$ cat src/sv/ssr_pkg.sv
package ssr_pkg;

    localparam int BYTE_W     = 8;
    localparam int LEN_W      = 4;
    localparam int CFG_IDX_W  = 2;
    localparam int CFG_DATA_W = 64;

    typedef enum logic [CFG_IDX_W-1:0] {
        REG_NEEDLE_LENGTH      = 2'd0,
        REG_NEEDLE_PATTERN     = 2'd1,
        REG_REPLACEMENT_LENGTH = 2'd2,
        REG_REPLACEMENT_TEXT   = 2'd3
    } t_reg_idx;

    typedef struct packed {
        logic load;
        logic shift;
    } t_cell_ctl;

endpackage

$ cat src/sv/ssr_cell.sv
module ssr_cell (
    input  logic                        i_clk,
    input  ssr_pkg::t_cell_ctl          i_ctl,
    input  logic [ssr_pkg::BYTE_W-1:0]  i_in_byte,
    input  logic [ssr_pkg::BYTE_W-1:0]  i_shift_byte,
    input  logic [ssr_pkg::BYTE_W-1:0]  i_needle_byte,
    output logic [ssr_pkg::BYTE_W-1:0]  o_byte,
    output logic                        o_eq
);

    logic [ssr_pkg::BYTE_W-1:0] r_byte;

    always_ff @(posedge i_clk) begin
        if (i_ctl.load) begin
            r_byte <= i_in_byte;
        end else if (i_ctl.shift) begin
            r_byte <= i_shift_byte;
        end
    end

    assign o_byte = r_byte;
    assign o_eq   = (r_byte == i_needle_byte);

endmodule

$ cat src/sv/ssr_emit.sv
module ssr_emit #(
    parameter int BURST = 8,
    parameter int NW    = $clog2(BURST + 1)
) (
    input  logic                                   i_clk,
    input  logic                                   i_rst_n,
    input  logic                                   i_load,
    input  logic [BURST-1:0][ssr_pkg::BYTE_W-1:0]  i_bytes,
    input  logic [NW-1:0]                          i_count,
    input  logic                                   i_bare,
    input  logic                                   i_end,
    output logic                                   o_can_take,
    output logic                                   o_out_valid,
    input  logic                                   i_out_stall,
    output logic [ssr_pkg::BYTE_W-1:0]             o_out_byte,
    output logic                                   o_out_has_byte,
    output logic                                   o_out_end
);

    localparam int IW = $clog2(BURST);

    logic                                  r_busy;
    logic [BURST-1:0][ssr_pkg::BYTE_W-1:0] r_bytes;
    logic [IW-1:0]                         r_idx;
    logic [IW-1:0]                         r_last_idx;
    logic                                  r_bare;
    logic                                  r_end;
    logic                                  w_out_acc;
    logic                                  w_last;

    assign w_last     = (r_idx == r_last_idx);
    assign w_out_acc  = r_busy & ~i_out_stall;
    assign o_can_take = ~r_busy | (w_out_acc & w_last);

    always_ff @(posedge i_clk) begin
        if (!i_rst_n) begin
            r_busy <= 1'b0;
            r_idx  <= '0;
        end else if (i_load) begin
            r_busy     <= 1'b1;
            r_idx      <= '0;
            r_bytes    <= i_bytes;
            r_last_idx <= IW'(i_count - NW'(1));
            r_bare     <= i_bare;
            r_end      <= i_end;
        end else if (w_out_acc) begin
            if (w_last) begin
                r_busy <= 1'b0;
            end else begin
                r_idx <= r_idx + IW'(1);
            end
        end
    end

    assign o_out_valid    = r_busy;
    assign o_out_byte     = r_bare ? '0 : r_bytes[r_idx];
    assign o_out_has_byte = ~r_bare;
    assign o_out_end      = r_end & w_last;

    a_load_when_free: assert property (@(posedge i_clk) disable iff (!i_rst_n)
        i_load |-> o_can_take)
        else $error("burst loaded while previous burst still pending");

    a_burst_continues: assert property (@(posedge i_clk) disable iff (!i_rst_n)
        (w_out_acc && !w_last) |=> r_busy)
        else $error("burst ended before its last item");

    a_idx_in_range: assert property (@(posedge i_clk) disable iff (!i_rst_n)
        r_busy |-> (r_idx <= r_last_idx))
        else $error("burst index past its last item");

endmodule

$ cat src/sv/stream_substring_replace.sv
// streaming substring replace
// input channel: i_in_valid / o_in_stall carry one item per cycle when not
// stalled: a byte, a has-byte flag and an end-of-string flag. output
// channel: o_out_valid / i_out_stall carry result items of the same form.
// config: i_cfg_wr_en, i_cfg_index, i_cfg_data write needle length (0),
// needle pattern (1), replacement length (2), replacement text (3); the
// user must write only while idle; the block does not enforce it. writing
// needle length drops any held bytes. a row of window cells holds up to
// needle length - 1 bytes; each cell compares its byte with its needle
// byte, and the cells shift toward the front when the oldest byte is passed
// on. an item's first result appears the cycle after it is taken. the block
// takes one item per cycle while each item yields at most one result and
// the receiver does not stall. an item that yields n results (a match with
// replacement length n, or a string end flushing the window) keeps the
// single output register busy and the input stalled until all n are out.
// reset: config registers go to zero (pass-through), window and output empty.
// while the receiver stalls, the current result holds and the input stalls
// for as long as a result is waiting.
module stream_substring_replace #(
    parameter int MAX_NEEDLE_BYTES      = 8,
    parameter int MAX_REPLACEMENT_BYTES = 8
) (
    input  logic                              i_clk,
    input  logic                              i_rst_n,
    input  logic                              i_cfg_wr_en,
    input  logic [ssr_pkg::CFG_IDX_W-1:0]     i_cfg_index,
    input  logic [ssr_pkg::CFG_DATA_W-1:0]    i_cfg_data,
    input  logic                              i_in_valid,
    output logic                              o_in_stall,
    input  logic [ssr_pkg::BYTE_W-1:0]        i_in_byte,
    input  logic                              i_in_has_byte,
    input  logic                              i_in_end,
    output logic                              o_out_valid,
    input  logic                              i_out_stall,
    output logic [ssr_pkg::BYTE_W-1:0]        o_out_byte,
    output logic                              o_out_has_byte,
    output logic                              o_out_end
);

    localparam int NEEDLE_CAP = (MAX_NEEDLE_BYTES < 8) ? MAX_NEEDLE_BYTES : 8;
    localparam int REPL_CAP   = (MAX_REPLACEMENT_BYTES < 8) ? MAX_REPLACEMENT_BYTES : 8;
    localparam int CELLS      = NEEDLE_CAP - 1;
    localparam int BURST      = (NEEDLE_CAP > REPL_CAP) ? NEEDLE_CAP : REPL_CAP;
    localparam int CW         = $clog2(NEEDLE_CAP);
    localparam int NW         = $clog2(BURST + 1);
    localparam int LW         = ssr_pkg::LEN_W;
    localparam int BW         = ssr_pkg::BYTE_W;

    logic [LW-1:0]                 r_needle_len;
    logic [ssr_pkg::CFG_DATA_W-1:0] r_needle_pat;
    logic [LW-1:0]                 r_repl_len;
    logic [ssr_pkg::CFG_DATA_W-1:0] r_repl_text;
    logic [CW-1:0]                 r_count;

    logic [LW-1:0]                 w_len;
    logic [LW-1:0]                 w_rlen;
    logic [LW-1:0]                 w_count_ext;
    logic [2:0]                    w_last_idx;
    logic                          w_pass;
    logic                          w_fill;
    logic                          w_prefix_eq;
    logic                          w_last_eq;
    logic                          w_match;
    logic                          w_miss;
    logic                          w_append;
    logic                          w_accept;
    logic                          w_can_take;
    logic [NW-1:0]                 w_n;
    logic [NW-1:0]                 w_n_out;
    logic                          w_bare;
    logic [CW-1:0]                 w_load_pos;
    logic [BW-1:0]                 w_cell_byte [CELLS];
    logic [CELLS-1:0]              w_cell_eq;
    logic [BURST-1:0][BW-1:0]      w_bytes;

    assign w_len  = (r_needle_len > LW'(NEEDLE_CAP)) ? LW'(NEEDLE_CAP) : r_needle_len;
    assign w_rlen = (r_repl_len > LW'(REPL_CAP)) ? LW'(REPL_CAP) : r_repl_len;

    assign w_count_ext = LW'(r_count);
    assign w_pass      = (w_len == '0);
    assign w_fill      = ((w_count_ext + LW'(1)) == w_len);
    assign w_last_idx  = 3'(w_len - LW'(1));
    assign w_last_eq   = (i_in_byte == r_needle_pat[{w_last_idx, 3'b000} +: BW]);

    always_comb begin
        w_prefix_eq = 1'b1;
        for (int i = 0; i < CELLS; i++) begin
            w_prefix_eq = w_prefix_eq & (w_cell_eq[i] | (CW'(i) >= r_count));
        end
    end

    assign w_match  = i_in_has_byte & ~w_pass & w_fill & w_prefix_eq & w_last_eq;
    assign w_miss   = i_in_has_byte & ~w_pass & w_fill & ~w_match;
    assign w_append = i_in_has_byte & ~w_pass & ~w_match;

    always_comb begin
        priority if (w_match) begin
            w_n = NW'(w_rlen);
        end else if (i_in_end) begin
            w_n = NW'(r_count) + NW'(i_in_has_byte);
        end else if (i_in_has_byte && (w_pass || w_fill)) begin
            w_n = NW'(1);
        end else begin
            w_n = '0;
        end
    end

    assign w_bare  = i_in_end & (w_n == '0);
    assign w_n_out = w_bare ? NW'(1) : w_n;

    assign w_accept   = i_in_valid & w_can_take;
    assign o_in_stall = ~w_can_take;
    assign w_load_pos = w_miss ? (r_count - CW'(1)) : r_count;

    // window cells
    for (genvar g = 0; g < CELLS; g++) begin : g_cell
        ssr_pkg::t_cell_ctl w_ctl;
        logic [BW-1:0]      w_shift_byte;

        assign w_ctl.load  = w_accept & w_append & (w_load_pos == CW'(g));
        assign w_ctl.shift = w_accept & w_miss;

        if (g + 1 < CELLS) begin : g_mid
            assign w_shift_byte = w_cell_byte[g+1];
        end else begin : g_tail
            assign w_shift_byte = i_in_byte;
        end

        ssr_cell u_cell (
            .i_clk         (i_clk),
            .i_ctl         (w_ctl),
            .i_in_byte     (i_in_byte),
            .i_shift_byte  (w_shift_byte),
            .i_needle_byte (r_needle_pat[g*BW +: BW]),
            .o_byte        (w_cell_byte[g]),
            .o_eq          (w_cell_eq[g])
        );
    end

    // result bytes: replacement on a match, else held bytes then the new byte
    for (genvar k = 0; k < BURST; k++) begin : g_burst
        if (k < CELLS) begin : g_win
            assign w_bytes[k] = w_match ? r_repl_text[k*BW +: BW] :
                                ((CW'(k) < r_count) ? w_cell_byte[k] : i_in_byte);
        end else begin : g_new
            assign w_bytes[k] = w_match ? r_repl_text[k*BW +: BW] : i_in_byte;
        end
    end

    always_ff @(posedge i_clk) begin
        if (!i_rst_n) begin
            r_needle_len <= '0;
            r_needle_pat <= '0;
            r_repl_len   <= '0;
            r_repl_text  <= '0;
            r_count      <= '0;
        end else if (i_cfg_wr_en) begin
            unique case (ssr_pkg::t_reg_idx'(i_cfg_index))
                ssr_pkg::REG_NEEDLE_LENGTH: begin
                    r_needle_len <= i_cfg_data[LW-1:0];
                    r_count      <= '0;
                end
                ssr_pkg::REG_NEEDLE_PATTERN:     r_needle_pat <= i_cfg_data;
                ssr_pkg::REG_REPLACEMENT_LENGTH: r_repl_len   <= i_cfg_data[LW-1:0];
                ssr_pkg::REG_REPLACEMENT_TEXT:   r_repl_text  <= i_cfg_data;
                default: ;
            endcase
        end else if (w_accept) begin
            priority if (i_in_end || w_match) begin
                r_count <= '0;
            end else if (w_append && !w_miss) begin
                r_count <= r_count + CW'(1);
            end else begin
                r_count <= r_count;
            end
        end
    end

    ssr_emit #(
        .BURST (BURST),
        .NW    (NW)
    ) u_emit (
        .i_clk          (i_clk),
        .i_rst_n        (i_rst_n),
        .i_load         (w_accept & (w_n_out != '0)),
        .i_bytes        (w_bytes),
        .i_count        (w_n_out),
        .i_bare         (w_bare),
        .i_end          (i_in_end),
        .o_can_take     (w_can_take),
        .o_out_valid    (o_out_valid),
        .i_out_stall    (i_out_stall),
        .o_out_byte     (o_out_byte),
        .o_out_has_byte (o_out_has_byte),
        .o_out_end      (o_out_end)
    );

    a_pass_empty: assert property (@(posedge i_clk) disable iff (!i_rst_n)
        w_pass |-> (r_count == '0))
        else $error("window holds bytes in pass-through");

    a_window_short: assert property (@(posedge i_clk) disable iff (!i_rst_n)
        !w_pass |-> (w_count_ext < w_len))
        else $error("window reached needle length");

    a_end_clears: assert property (@(posedge i_clk) disable iff (!i_rst_n)
        (w_accept && i_in_end && !i_cfg_wr_en) |=> (r_count == '0))
        else $error("window not flushed at string end");

endmodule
$ cat config.mk
export PLATFORM = sky130hd
export DESIGN_NAME = stream_substring_replace
export DESIGN_NICKNAME = d
export VERILOG_FILES = /design/src/sv/ssr_pkg.sv /design/src/sv/ssr_cell.sv /design/src/sv/ssr_emit.sv /design/src/sv/stream_substring_replace.sv
export SDC_FILE = /design/constraint.sdc
export NUM_CORES = 1
export LEC_CHECK = 0
export BUFFER_PORTS_ARGS = -buffer_cell sky130_fd_sc_hd__buf_2
export CAP_MARGIN = 0
export CORE_MARGIN = 4
export CORE_UTILIZATION = 35
export CTS_CLUSTER_DIAMETER = 30
export DETAILED_ROUTE_END_ITERATION = 16
export GPL_TIMING_DRIVEN = 1
export PLACE_DENSITY = 0.51
export REMOVE_ABC_BUFFERS = 1
export SETUP_SLACK_MARGIN = 0.1
export SLEW_MARGIN = 20
export SYNTH_ARGS = -nofsm -noshare
export SYNTH_HDL_FRONTEND = slang
export SYNTH_SLANG_ARGS = --single-unit
$ cat constraint.sdc
create_clock -name i_clk -period 15.2 [get_ports i_clk]
set_clock_uncertainty 0.05 [all_clocks]
set_input_delay 3.04 -clock i_clk [delete_from_list [all_inputs] [get_ports i_clk]]
set_output_delay 3.04 -clock i_clk [all_outputs]
set_load 0.01 [all_outputs]
==> results of run 1 <==
[synth_stat cells, drive strengths merged (3+ instances only)]
cell / number / area, sq um
a21boi: 130 / 975.9
a21oi: 71 / 355.3
a31oi: 6 / 37.54
and3: 8 / 55.05
and4b: 8 / 80.08
buf: 23 / 116.4
clkbuf: 77 / 289.0
dfxtp: 143 / 2863
edfxtp: 125 / 3754
ha: 9 / 112.6
inv: 8 / 30.03
mux2: 58 / 653.1
mux2i: 73 / 730.7
mux4: 16 / 360.4
nand2: 272 / 1023
nand3: 15 / 80.08
nand3b: 10 / 78.82
nand4: 15 / 100.1
nor2: 83 / 321.6
nor2b: 9 / 56.30
nor3: 7 / 35.03
nor3b: 4 / 30.03
nor4: 10 / 83.83
o211a: 8 / 80.08
o211ai: 8 / 60.06
o21ai: 19 / 95.09
o22ai: 19 / 118.9
o31ai: 3 / 22.52
o32ai: 8 / 70.07
xnor2: 43 / 376.6
xor2: 32 / 280.3
[layer usage]
metal / wire, um / up-vias
li1: - / 4958
met1: 19510 / 5081
met2: 19830 / 267
met3: 1699 / 57
met4: 919 / 0
met5: 0 / -
[kinds of logic (layout without fill, tap and decap cells)]
family	Yosys count	count (layout)	synth area share (%)
compound gates	285	285	14.26
xor+xnor	75	75	4.862
fa+ha+maj	9	9	0.8334
buf+inv	108	243	3.223
flops	268	268	48.97
mux	147	147	12.91
simple gates	451	451	14.95
[power by group through the flow]
stage | registers (mW) | clock network, mW | logic [mW]
finish | 0.794 | 1.39 | 0.126
global route | 0.795 | 1.45 | 0.139
CTS | 0.794 | 1.41 | 0.127
detailed placement | 0.806 | 0 | 0.127
global placement | 0.805 | 0 | 0.126
floorplan | 0.802 | 0 | 0.0676
[worst paths after layout]
check	from	endpoint	cells past startpoint
worst max register to register	r_count[0]$_SDFFE_PN0P_	u_emit.r_bytes[26]$_DFFE_PP_	15
worst min register to register	r_repl_text[25]$_SDFFE_PN0P_	r_repl_text[25]$_SDFFE_PN0P_	2
worst min-delay path	r_repl_text[25]$_SDFFE_PN0P_	r_repl_text[25]$_SDFFE_PN0P_	2
worst max-delay path	i_out_stall	o_in_stall	4
[registers in the layout (all words and copies together), names as in the netlist]
name	cells
r_needle_pat	64
r_repl_text	64
u_emit.r_bytes	64
g_cell.u_cell.o_byte	56
r_needle_len	4
r_repl_len	4
r_count	3
u_emit.r_idx	3
u_emit.r_last_idx	3
u_emit.o_out_valid	1
u_emit.r_bare	1
u_emit.r_end	1
[layout make-up]
cell class | instances | area, sq um
clock buffers | 92 | 1906
clock inverters | 34 | 322.8
fillers | 3709 | 21250
inverters | 8 | 30.03
multi-input cells | 967 | 6487
flip-flops and latches | 268 | 6616
well taps | 511 | 639.4
repair buffers | 109 | 590.6
[worst reg2reg max path, delay by kind of cell, from the launching register on]
family	cells	cell delay, ps
and+or+nand+nor	8	2480
adders and majority gates	2	850
AOI/OAI and AO/OA	3	650
DFF	1	740
buffers and inverters	2	1080
[through the flow]
step	util [%]	hold WS, ps	cell area, sq um
after floorplan	-	389.9	13110
final	43.84	412.9	16590
after CTS	43.84	413.6	16590
after global routing	43.84	431.9	16590
after detailed placement	37.95	407.5	14360
after global placement	37.95	402.3	14360
==> results.yml, run 1 <==
clocking:
  post_cts_buffers: 0
  clk_latency_ps: 560
  cts.repair.resized: 0
  clockBufferDepth: 3
  cts_made_buffers: 68
  h-tree-depth: 3
  cts_num_sinks: 268
  clk_pin_slew_ps: 40
  root_buffer: "clkbuf_16"
  cts_tree: "built"
  hold_buffers: 0
power:
  pwr-share-comb_pct: 5.5
  power_density_mw_per_mm2: 139.0
  power_mw: 2.306
  p_int_mw: 1.786
  ir_drop_v: 0.00006742
  p_leak_nw: 6.272
  p_clk_share_pct: 60.1
  p_sw_mw: 0.5205
  switching_share_pct: 22.57
  seq_power_share_pct: 34.4
global_routing:
  grtUsageMet3_pct: 3.396
  antenna_found_initial: 0
  grt_overflow_total: 0
  first_global_vias: 10374
  track_usage_pct: 19.86
  use_met1_pct: 26.96
  met2_usage_pct: 32.46
  top_usage_layer: "met2"
  grt_pass1_wl_um: 63720
  grt_max_degree: 81
die:
  start_util_pct: 35.70
  die-area_sq_mm: 0.04181
  io_pins: 93
  rows: 71
  coreArea_sq_mm: 0.03784
  die_height_um: 204.5
  die_w_um: 204.5
place:
  dpl.hpwl_um: 28500
  place.detailed.instances: 1863
  post-place-ws_ps: 7683
  finalWeightedCongestion: 0.9428
  port_buffers: 92
logic_synthesis:
  async_flop_share_pct: 0
  synthesis.area_sq_mm: 0.01351
  ys_ff_latch: 268
  netlist_instances: 1343
  ys_seq_area_share_pct: 48.97
  synth_edf_count: 125
  yosys_warnings: 0
  postSynthAreaPerCell_sq_um: 10.06
  synth_ff_type: "dfxtp_1"
  synth_cell_types: 62
worst_setup_path:
  crit_buf_inv: 3
  path_cells: "buf_2, o41ai_1, inv_1, buf_2"
  critPathCaptureType: "output port"
  required_ps: 12110
  path_class: "in -> out"
  cpMaxStageDelayCell: "o41ai_1"
  critical_path_arrival_ps: 3890
  r2r_slack_ps: 8900
  crit_family: "compound AO/OA/AOI/OAI gates"
  crit_top_cell: "buf_2"
  cp-start-kind: "input pin"
  max_stage_delay_ps: 470
  cp_max_fo: 2
timing:
  rsz0062_at_grt: "no"
  fin_crit_sh_pct: 45.90
  fin_crit_ps: 6977
  worst_pin_slew_ps: 1131
  setup_viol: 0
  tns_ps: 0
  timing.fmax_mhz: 143.3
  max_slew_margin_pct: 24.09
  slew_violations: 0
  timing.final.ws_setup_ps: 8223
  hold_viol_final: 0
routing:
  vias: 10363
  post_drt_wl_per_cell_um: 21.09
  dr.first_iter.drc_count: 673
  wirelength_um: 41960
  antenna_left: 0
  first_pass_iters: 5
  viasPerCell: 5.210
  drc_errors: 0
layout:
  area_growth_pct: 22.80
  final_common_cell: "nand2_1"
  final_cell_mix: "nand2_1, dfxtp_1, a21boi_0, edfxtp_1, buf_2"
  layout.cells.non_filler: 1989
  diodes: 0
  fin_nets: 1512
  drive_above_1_share_pct: 20.70
hold_path:
  min_path_type: "reg -> reg"
outcome:
  outcome: "complete, no violations"
flow_run:
  drv_cap: 0
No activity file was read; power rests on OpenSTA's default activity.
==> inputs of run 2 (changes only) <==
Settings changed: PLACE_DENSITY 0.51 to 0.53.
Clock period 15.2 ns to 6 ns, I/O delays scaled along.
==> results.yml, run 2 (synthesis gave the netlist of run 1 again) <==
die:
  rows: 71
  die-area_sq_mm: 0.04181
  coreArea_sq_mm: 0.03784
  die_w_um: 204.5
  die_height_um: 204.5
  start_util_pct: 35.70
  io_pins: 93
routing:
  drc_errors: 0
  antenna_left: 0
  wirelength_um: 42630
  dr.first_iter.drc_count: 840
  viasPerCell: 5.223
  vias: 10436
  post_drt_wl_per_cell_um: 21.34
  first_pass_iters: 5
worst_setup_path:
  crit_buf_inv: 3
  path_class: "reg -> reg"
  cpMaxStageDelayCell: "dfxtp_1"
  critical_path_arrival_ps: 5480
  path_cells: "inv_1, ha_1, nand4b_1, o22ai_1, o221a_2, nand2_2, nor4_2, nand3_4, buf_4, a21oi_1, ha_1, nor3b_1, nand4_1, and4_2, buf_4"
  critPathCaptureType: "flop"
  cp_max_fo: 41
  cp-start-kind: "flop"
  required_ps: 6190
  max_stage_delay_ps: 700
  crit_family: "simple AND/OR/NAND/NOR gates"
power:
  p_leak_nw: 6.320
  ir_drop_v: 0.0001879
  power_density_mw_per_mm2: 351.9
  power_mw: 5.873
place:
  dpl_cell_area_sq_mm: 0.01441
  port_buffers: 92
  place.detailed.instances: 1870
  dpl.hpwl_um: 29470
  finalWeightedCongestion: 0.9387
  post-place-ws_ps: 658.8
layout:
  area_growth_pct: 23.52
  register_area_sq_mm: 0.006616
  reg.largest.list: "r_needle_pat: 64 flops, r_repl_text: 64 flops, u_emit.r_bytes: 64 flops"
  fill_cells: 3677
  design_area_sq_mm: 0.01669
  multiInputGateArea_sq_mm: 0.006491
  fin_nets: 1520
  utilization_pct: 44.10
  layout.cells.non_filler: 1998
  final_common_cell: "nand2_1"
  drive_above_1_share_pct: 20.91
  diodes: 0
  final_cell_mix: "nand2_1, dfxtp_1, a21boi_0, edfxtp_1, buf_2"
global_routing:
  grt_overflow_total: 0
  antenna_found_initial: 0
  track_usage_pct: 20.26
  first_global_vias: 10397
  grt_max_degree: 81
  grt_pass1_wl_um: 64710
outcome:
  outcome: "complete, no violations"
hold_path:
  min_path_type: "reg -> reg"
clocking:
  cts_num_sinks: 268
  cts_tree: "built"
  h-tree-depth: 3
  clockBufferDepth: 3
  clk_pin_slew_ps: 40
  post_cts_buffers: 0
  root_buffer: "clkbuf_16"
  clk_latency_ps: 560
  cts_made_buffers: 69
timing:
  worst_pin_slew_ps: 1002
  max_slew_margin_pct: 33.22
  fin_crit_ps: 5290
  slew_violations: 0
  fin_crit_sh_pct: 88.16
  timing.fmax_mhz: 189.1
  tns_ps: 0
  hold_viol_final: 0
  rsz0062_at_grt: "no"
  setup_viol: 0
  timing.final.ws_setup_ps: 710.4
  timing.hold.ws_ps: 408.0
flow_run:
  drv_cap: 0
==> run 2: changes by cell type in the layout (fill, tap and decap cells not counted), sizes merged <==
cell    delta
buf        +7
clkinv     +1
clkbuf     +6
bufinv     -1
inv        -4
==> run 2: per-layer routing <==
metal / global-route usage [%] / routed length, um / up-vias
met2: 32.68 / 20280 / 319
met4: 6.030 / 771 / 0
li1: - / - / 4986
met1: 27.87 / 19200 / 5083
met3: 3.761 / 2385 / 48
met5: 0 / 0 / -
==> run 2: cell type report <==
type	instances	area share, %
Tap cell	511	3.831
Clock buffer	98	11.99
Sequential cell	268	39.64
Timing Repair Buffer	116	3.853
Multi-Input combinational cell	967	38.89
Inverter	8	0.1799
Clock inverter	30	1.604
==> run 2: worst register-to-register path, delay by kind of cell (launching register included) <==
kind	cells	cell delay (ps)
AOI/OAI and AO/OA	3	790
adders and majority gates	2	780
buffers and inverters	3	920
DFF	1	700
and+or+nand+nor	7	1710
==> run 2: power by group <==
group | switching, mW | internal (mW)
registers | 0.0472 | 1.97
clock network | 1.07 | 2.47
logic | 0.187 | 0.124
total | 1.30 | 4.57
==> run 2: timing repair <==
item / in CTS / in global routing
resized for setup: 0 / 1
hold buffers: 0 / 0
setup endpoints to repair: 0 / 30
==> run 2: path summary, 6_finish.rpt <==
kind / depth (start not counted) / from / end / slack [ps]
setup / recovery: 15 / r_count[0]$_SDFFE_PN0P_ / u_emit.r_bytes[34]$_DFFE_PP_ / 710
hold / removal: 2 / r_repl_text[61]$_SDFFE_PN0P_ / r_repl_text[61]$_SDFFE_PN0P_ / 410
setup reg to reg: 15 / r_count[0]$_SDFFE_PN0P_ / u_emit.r_bytes[34]$_DFFE_PP_ / 710
hold reg to reg: 2 / r_repl_text[61]$_SDFFE_PN0P_ / r_repl_text[61]$_SDFFE_PN0P_ / 410
==> inputs of run 3 (changes only) <==
Settings changed: ABC_AREA set to 1, BUFFER_PORTS_ARGS -buffer_cell sky130_fd_sc_hd__buf_2 to not set, DONT_BUFFER_PORTS set to 1, PLACE_DENSITY 0.53 to 0.51.
==> results.yml, run 3 <==
worst_setup_path:
  max_stage_delay_ps: 560
  path_class: "reg -> reg"
  required_ps: 6160
  cp_max_fo: 68
  path_cells: "nand2_4, o21ai_0, nand2_1, nand3_1, nand3_1, nand2_1, nand2_1, nor2_2, nand3_4, nand2_1, nand2_1, nor2_2, a31oi_1, ha_1, nand2_1, nand3_1, inv_2, buf_12"
  critPathCaptureType: "flop"
  r2r_cells: 18
  r2r_end: "u_emit.r_bytes[25]$_DFFE_PP_"
  cpMaxStageDelayCell: "dfxtp_1"
  critical_path_arrival_ps: 4770
  r2r_start: "r_needle_len[0]$_SDFFE_PN0P_"
  cp-start-kind: "flop"
  r2r_slack_ps: 1390
  crit_top_cell: "nand2_1"
timing:
  timing.hold.ws_ps: 392.2
  fin_crit_sh_pct: 76.81
  rsz0062_at_grt: "no"
  worst_pin_slew_ps: 1009
  hold_viol_final: 0
  fin_crit_ps: 4609
  max_slew_margin_pct: 32.04
  slew_violations: 0
  timing.fmax_mhz: 217.0
  tns_ps: 0
  setup_viol: 0
power:
  power_density_mw_per_mm2: 393.6
  p_clk_share_pct: 58.8
  seq_power_share_pct: 32.0
  p_leak_nw: 6.636
  p_sw_mw: 1.637
  switching_share_pct: 25.21
  ir_drop_v: 0.0002268
  pwr-share-comb_pct: 9.2
  p_int_mw: 4.858
layout:
  drive_above_1_share_pct: 9.916
  reg.largest.list: "r_needle_pat: 64 flops, r_repl_text: 64 flops, u_emit.r_bytes: 64 flops"
  layout.cells.non_filler: 2303
  final_common_cell: "nand2_1"
  diodes: 0
  area_growth_pct: 19.97
  fin_nets: 1818
  final_cell_mix: "nand2_1, o21ai_0, inv_1, dfxtp_1, a21oi_1"
die:
  start_util_pct: 35.50
  rows: 72
  coreArea_sq_mm: 0.03874
  die_w_um: 206.2
  io_pins: 93
  die_height_um: 206.2
  die-area_sq_mm: 0.04253
hold_path:
  min_from: "r_repl_text[2]$_SDFFE_PN0P_"
  min_to: "r_repl_text[2]$_SDFFE_PN0P_"
  hold_depth: 2
  min_path_type: "reg -> reg"
place:
  place.detailed.instances: 2174
  finalWeightedCongestion: 0.9569
  port_buffers: 0
  dpl.hpwl_um: 32950
global_routing:
  grt_max_degree: 142
  first_global_vias: 11406
  top_usage_layer: "met2"
  use_met1_pct: 30.75
  grt_pass1_wl_um: 71120
  grtUsageMet3_pct: 5.366
  met2_usage_pct: 33.44
  track_usage_pct: 22.15
  antenna_found_initial: 0
  grt_overflow_total: 0
clocking:
  h-tree-depth: 3
  post_cts_buffers: 0
  clockBufferDepth: 3
  cts_made_buffers: 70
  cts_num_sinks: 268
  clk_pin_slew_ps: 50
  root_buffer: "clkbuf_16"
  cts_tree: "built"
  cts.repair.resized: 0
  hold_buffers: 0
  clk_latency_ps: 570
logic_synthesis:
  synth_edf_count: 125
  synth.top_cells.by_area: "edfxtp_1, dfxtp_1, nand2_1"
  synth_most_common_cell: "nand2_1"
  ys_ff_latch: 268
  async_flop_share_pct: 0
  synth_ff_type: "dfxtp_1"
  ys_seq_area_share_pct: 48.11
  netlist_instances: 1745
  yosys_warnings: 0
  synth_cell_types: 40
  synth_commonest_cells: "nand2_1, o21ai_0, inv_1, dfxtp_1, a21oi_1"
  synthesis.area_sq_mm: 0.01375
  synth_top_cell_by_area: "edfxtp_1"
  synth_top_area_share_pct: 27.29
  postSynthAreaPerCell_sq_um: 7.881
outcome:
  outcome: "complete, no violations"
routing:
  post_drt_wl_per_cell_um: 20.60
  vias: 11883
  viasPerCell: 5.160
  wirelength_um: 47440
  dr.first_iter.drc_count: 990
  antenna_left: 0
  drc_errors: 0
  first_pass_iters: 6
flow_run:
  drv_cap: 0
run 3: cell count changes after synthesis, moves of 24 or more:
cell | before | now
o21ai_0 | 18 | 277
nand3_1 | 14 | 61
xor2_1 | 32 | 8
mux2_2 | 57 | 0
mux2i_1 | 73 | 0
nor2_1 | 81 | 111
nand2_1 | 271 | 409
o211ai_1 | 8 | 42
inv_1 | 8 | 178
a21boi_0 | 130 | 0
a21oi_1 | 71 | 135
run 3: how the worst max path moves through the flow:
stage / start / endpoint / slack, ps / cells after the start
6_report: r_needle_len[0]$_SDFFE_PN0P_ / u_emit.r_bytes[25]$_DFFE_PP_ / 1390 / 18
5_1_grt: r_needle_len[0]$_SDFFE_PN0P_ / u_emit.r_bytes[17]$_DFFE_PP_ / 1050 / 18
3_3_place_gp: r_needle_len[0]$_SDFFE_PN0P_ / u_emit.r_bytes[25]$_DFFE_PP_ / 1130 / 18
2_1_floorplan: r_needle_len[3]$_SDFFE_PN0P_ / u_emit.r_bare$_DFFE_PP_ / 800 / 19
4_1_cts: r_needle_len[0]$_SDFFE_PN0P_ / u_emit.r_bytes[16]$_DFFE_PP_ / 1040 / 18
3_5_place_dp: r_needle_len[3]$_SDFFE_PN0P_ / u_emit.r_bytes[16]$_DFFE_PP_ / 1080 / 19
run 3: metal layers:
metal,vias up,wire length [um]
li1,5794,-
met1,5562,21340
met2,428,20750
met3,99,3846
met4,0,1505
met5,-,0
run 3: layout make-up:
| cell class | count | area [sq um] |
|---|---|---|
| Multi-Input combinational cell | 1189 | 5993 |
| Fill cell | 3941 | 22240 |
| Inverter | 190 | 718.2 |
| Clock buffer | 91 | 1924 |
| Tap cell | 518 | 648.1 |
| Timing Repair Buffer | 9 | 83.83 |
| Clock inverter | 38 | 515.5 |
| Sequential cell | 268 | 6616 |
run 3: power by group through the flow:
stage          logic, mW  clock network [mW]  registers [mW]
6_report           0.595                3.82            2.08
5_1_grt            0.668                3.98            2.08
4_1_cts            0.595                3.88            2.08
3_5_place_dp       0.591                   0            2.11
3_3_place_gp       0.589                   0            2.11
2_1_floorplan      0.403                   0            2.10
run 3: through the flow:
stage | area (sq um) | power, mW | setup slack (ps) | util [%]
2_1_floorplan | 13300 | 2.499 | 796.4 | -
3_3_place_gp | 14050 | 2.696 | 1129 | 36.27
3_5_place_dp | 14050 | 2.699 | 1082 | 36.27
4_1_cts | 16490 | 6.548 | 1036 | 42.57
5_1_grt | 16500 | 6.735 | 1051 | 42.59
6_report | 16500 | 6.495 | 1391 | 42.59
run 3: cell families after synthesis:
logic type	count (synthesis)	share of synthesized area [%]
xor+xnor	53	3.375
compound gates	475	18.29
fa+ha+maj	9	0.8188
simple gates	652	20.88
buf+inv	288	8.533
flops	268	48.11
run 3: critical path: cells and delay by family, from the launching register on:
family	cells	cell delay (ps)
and+or+nand+nor	13	2170
AOI/OAI and AO/OA	2	680
DFF	1	560
buffers and inverters	2	450
adders and majority gates	1	220
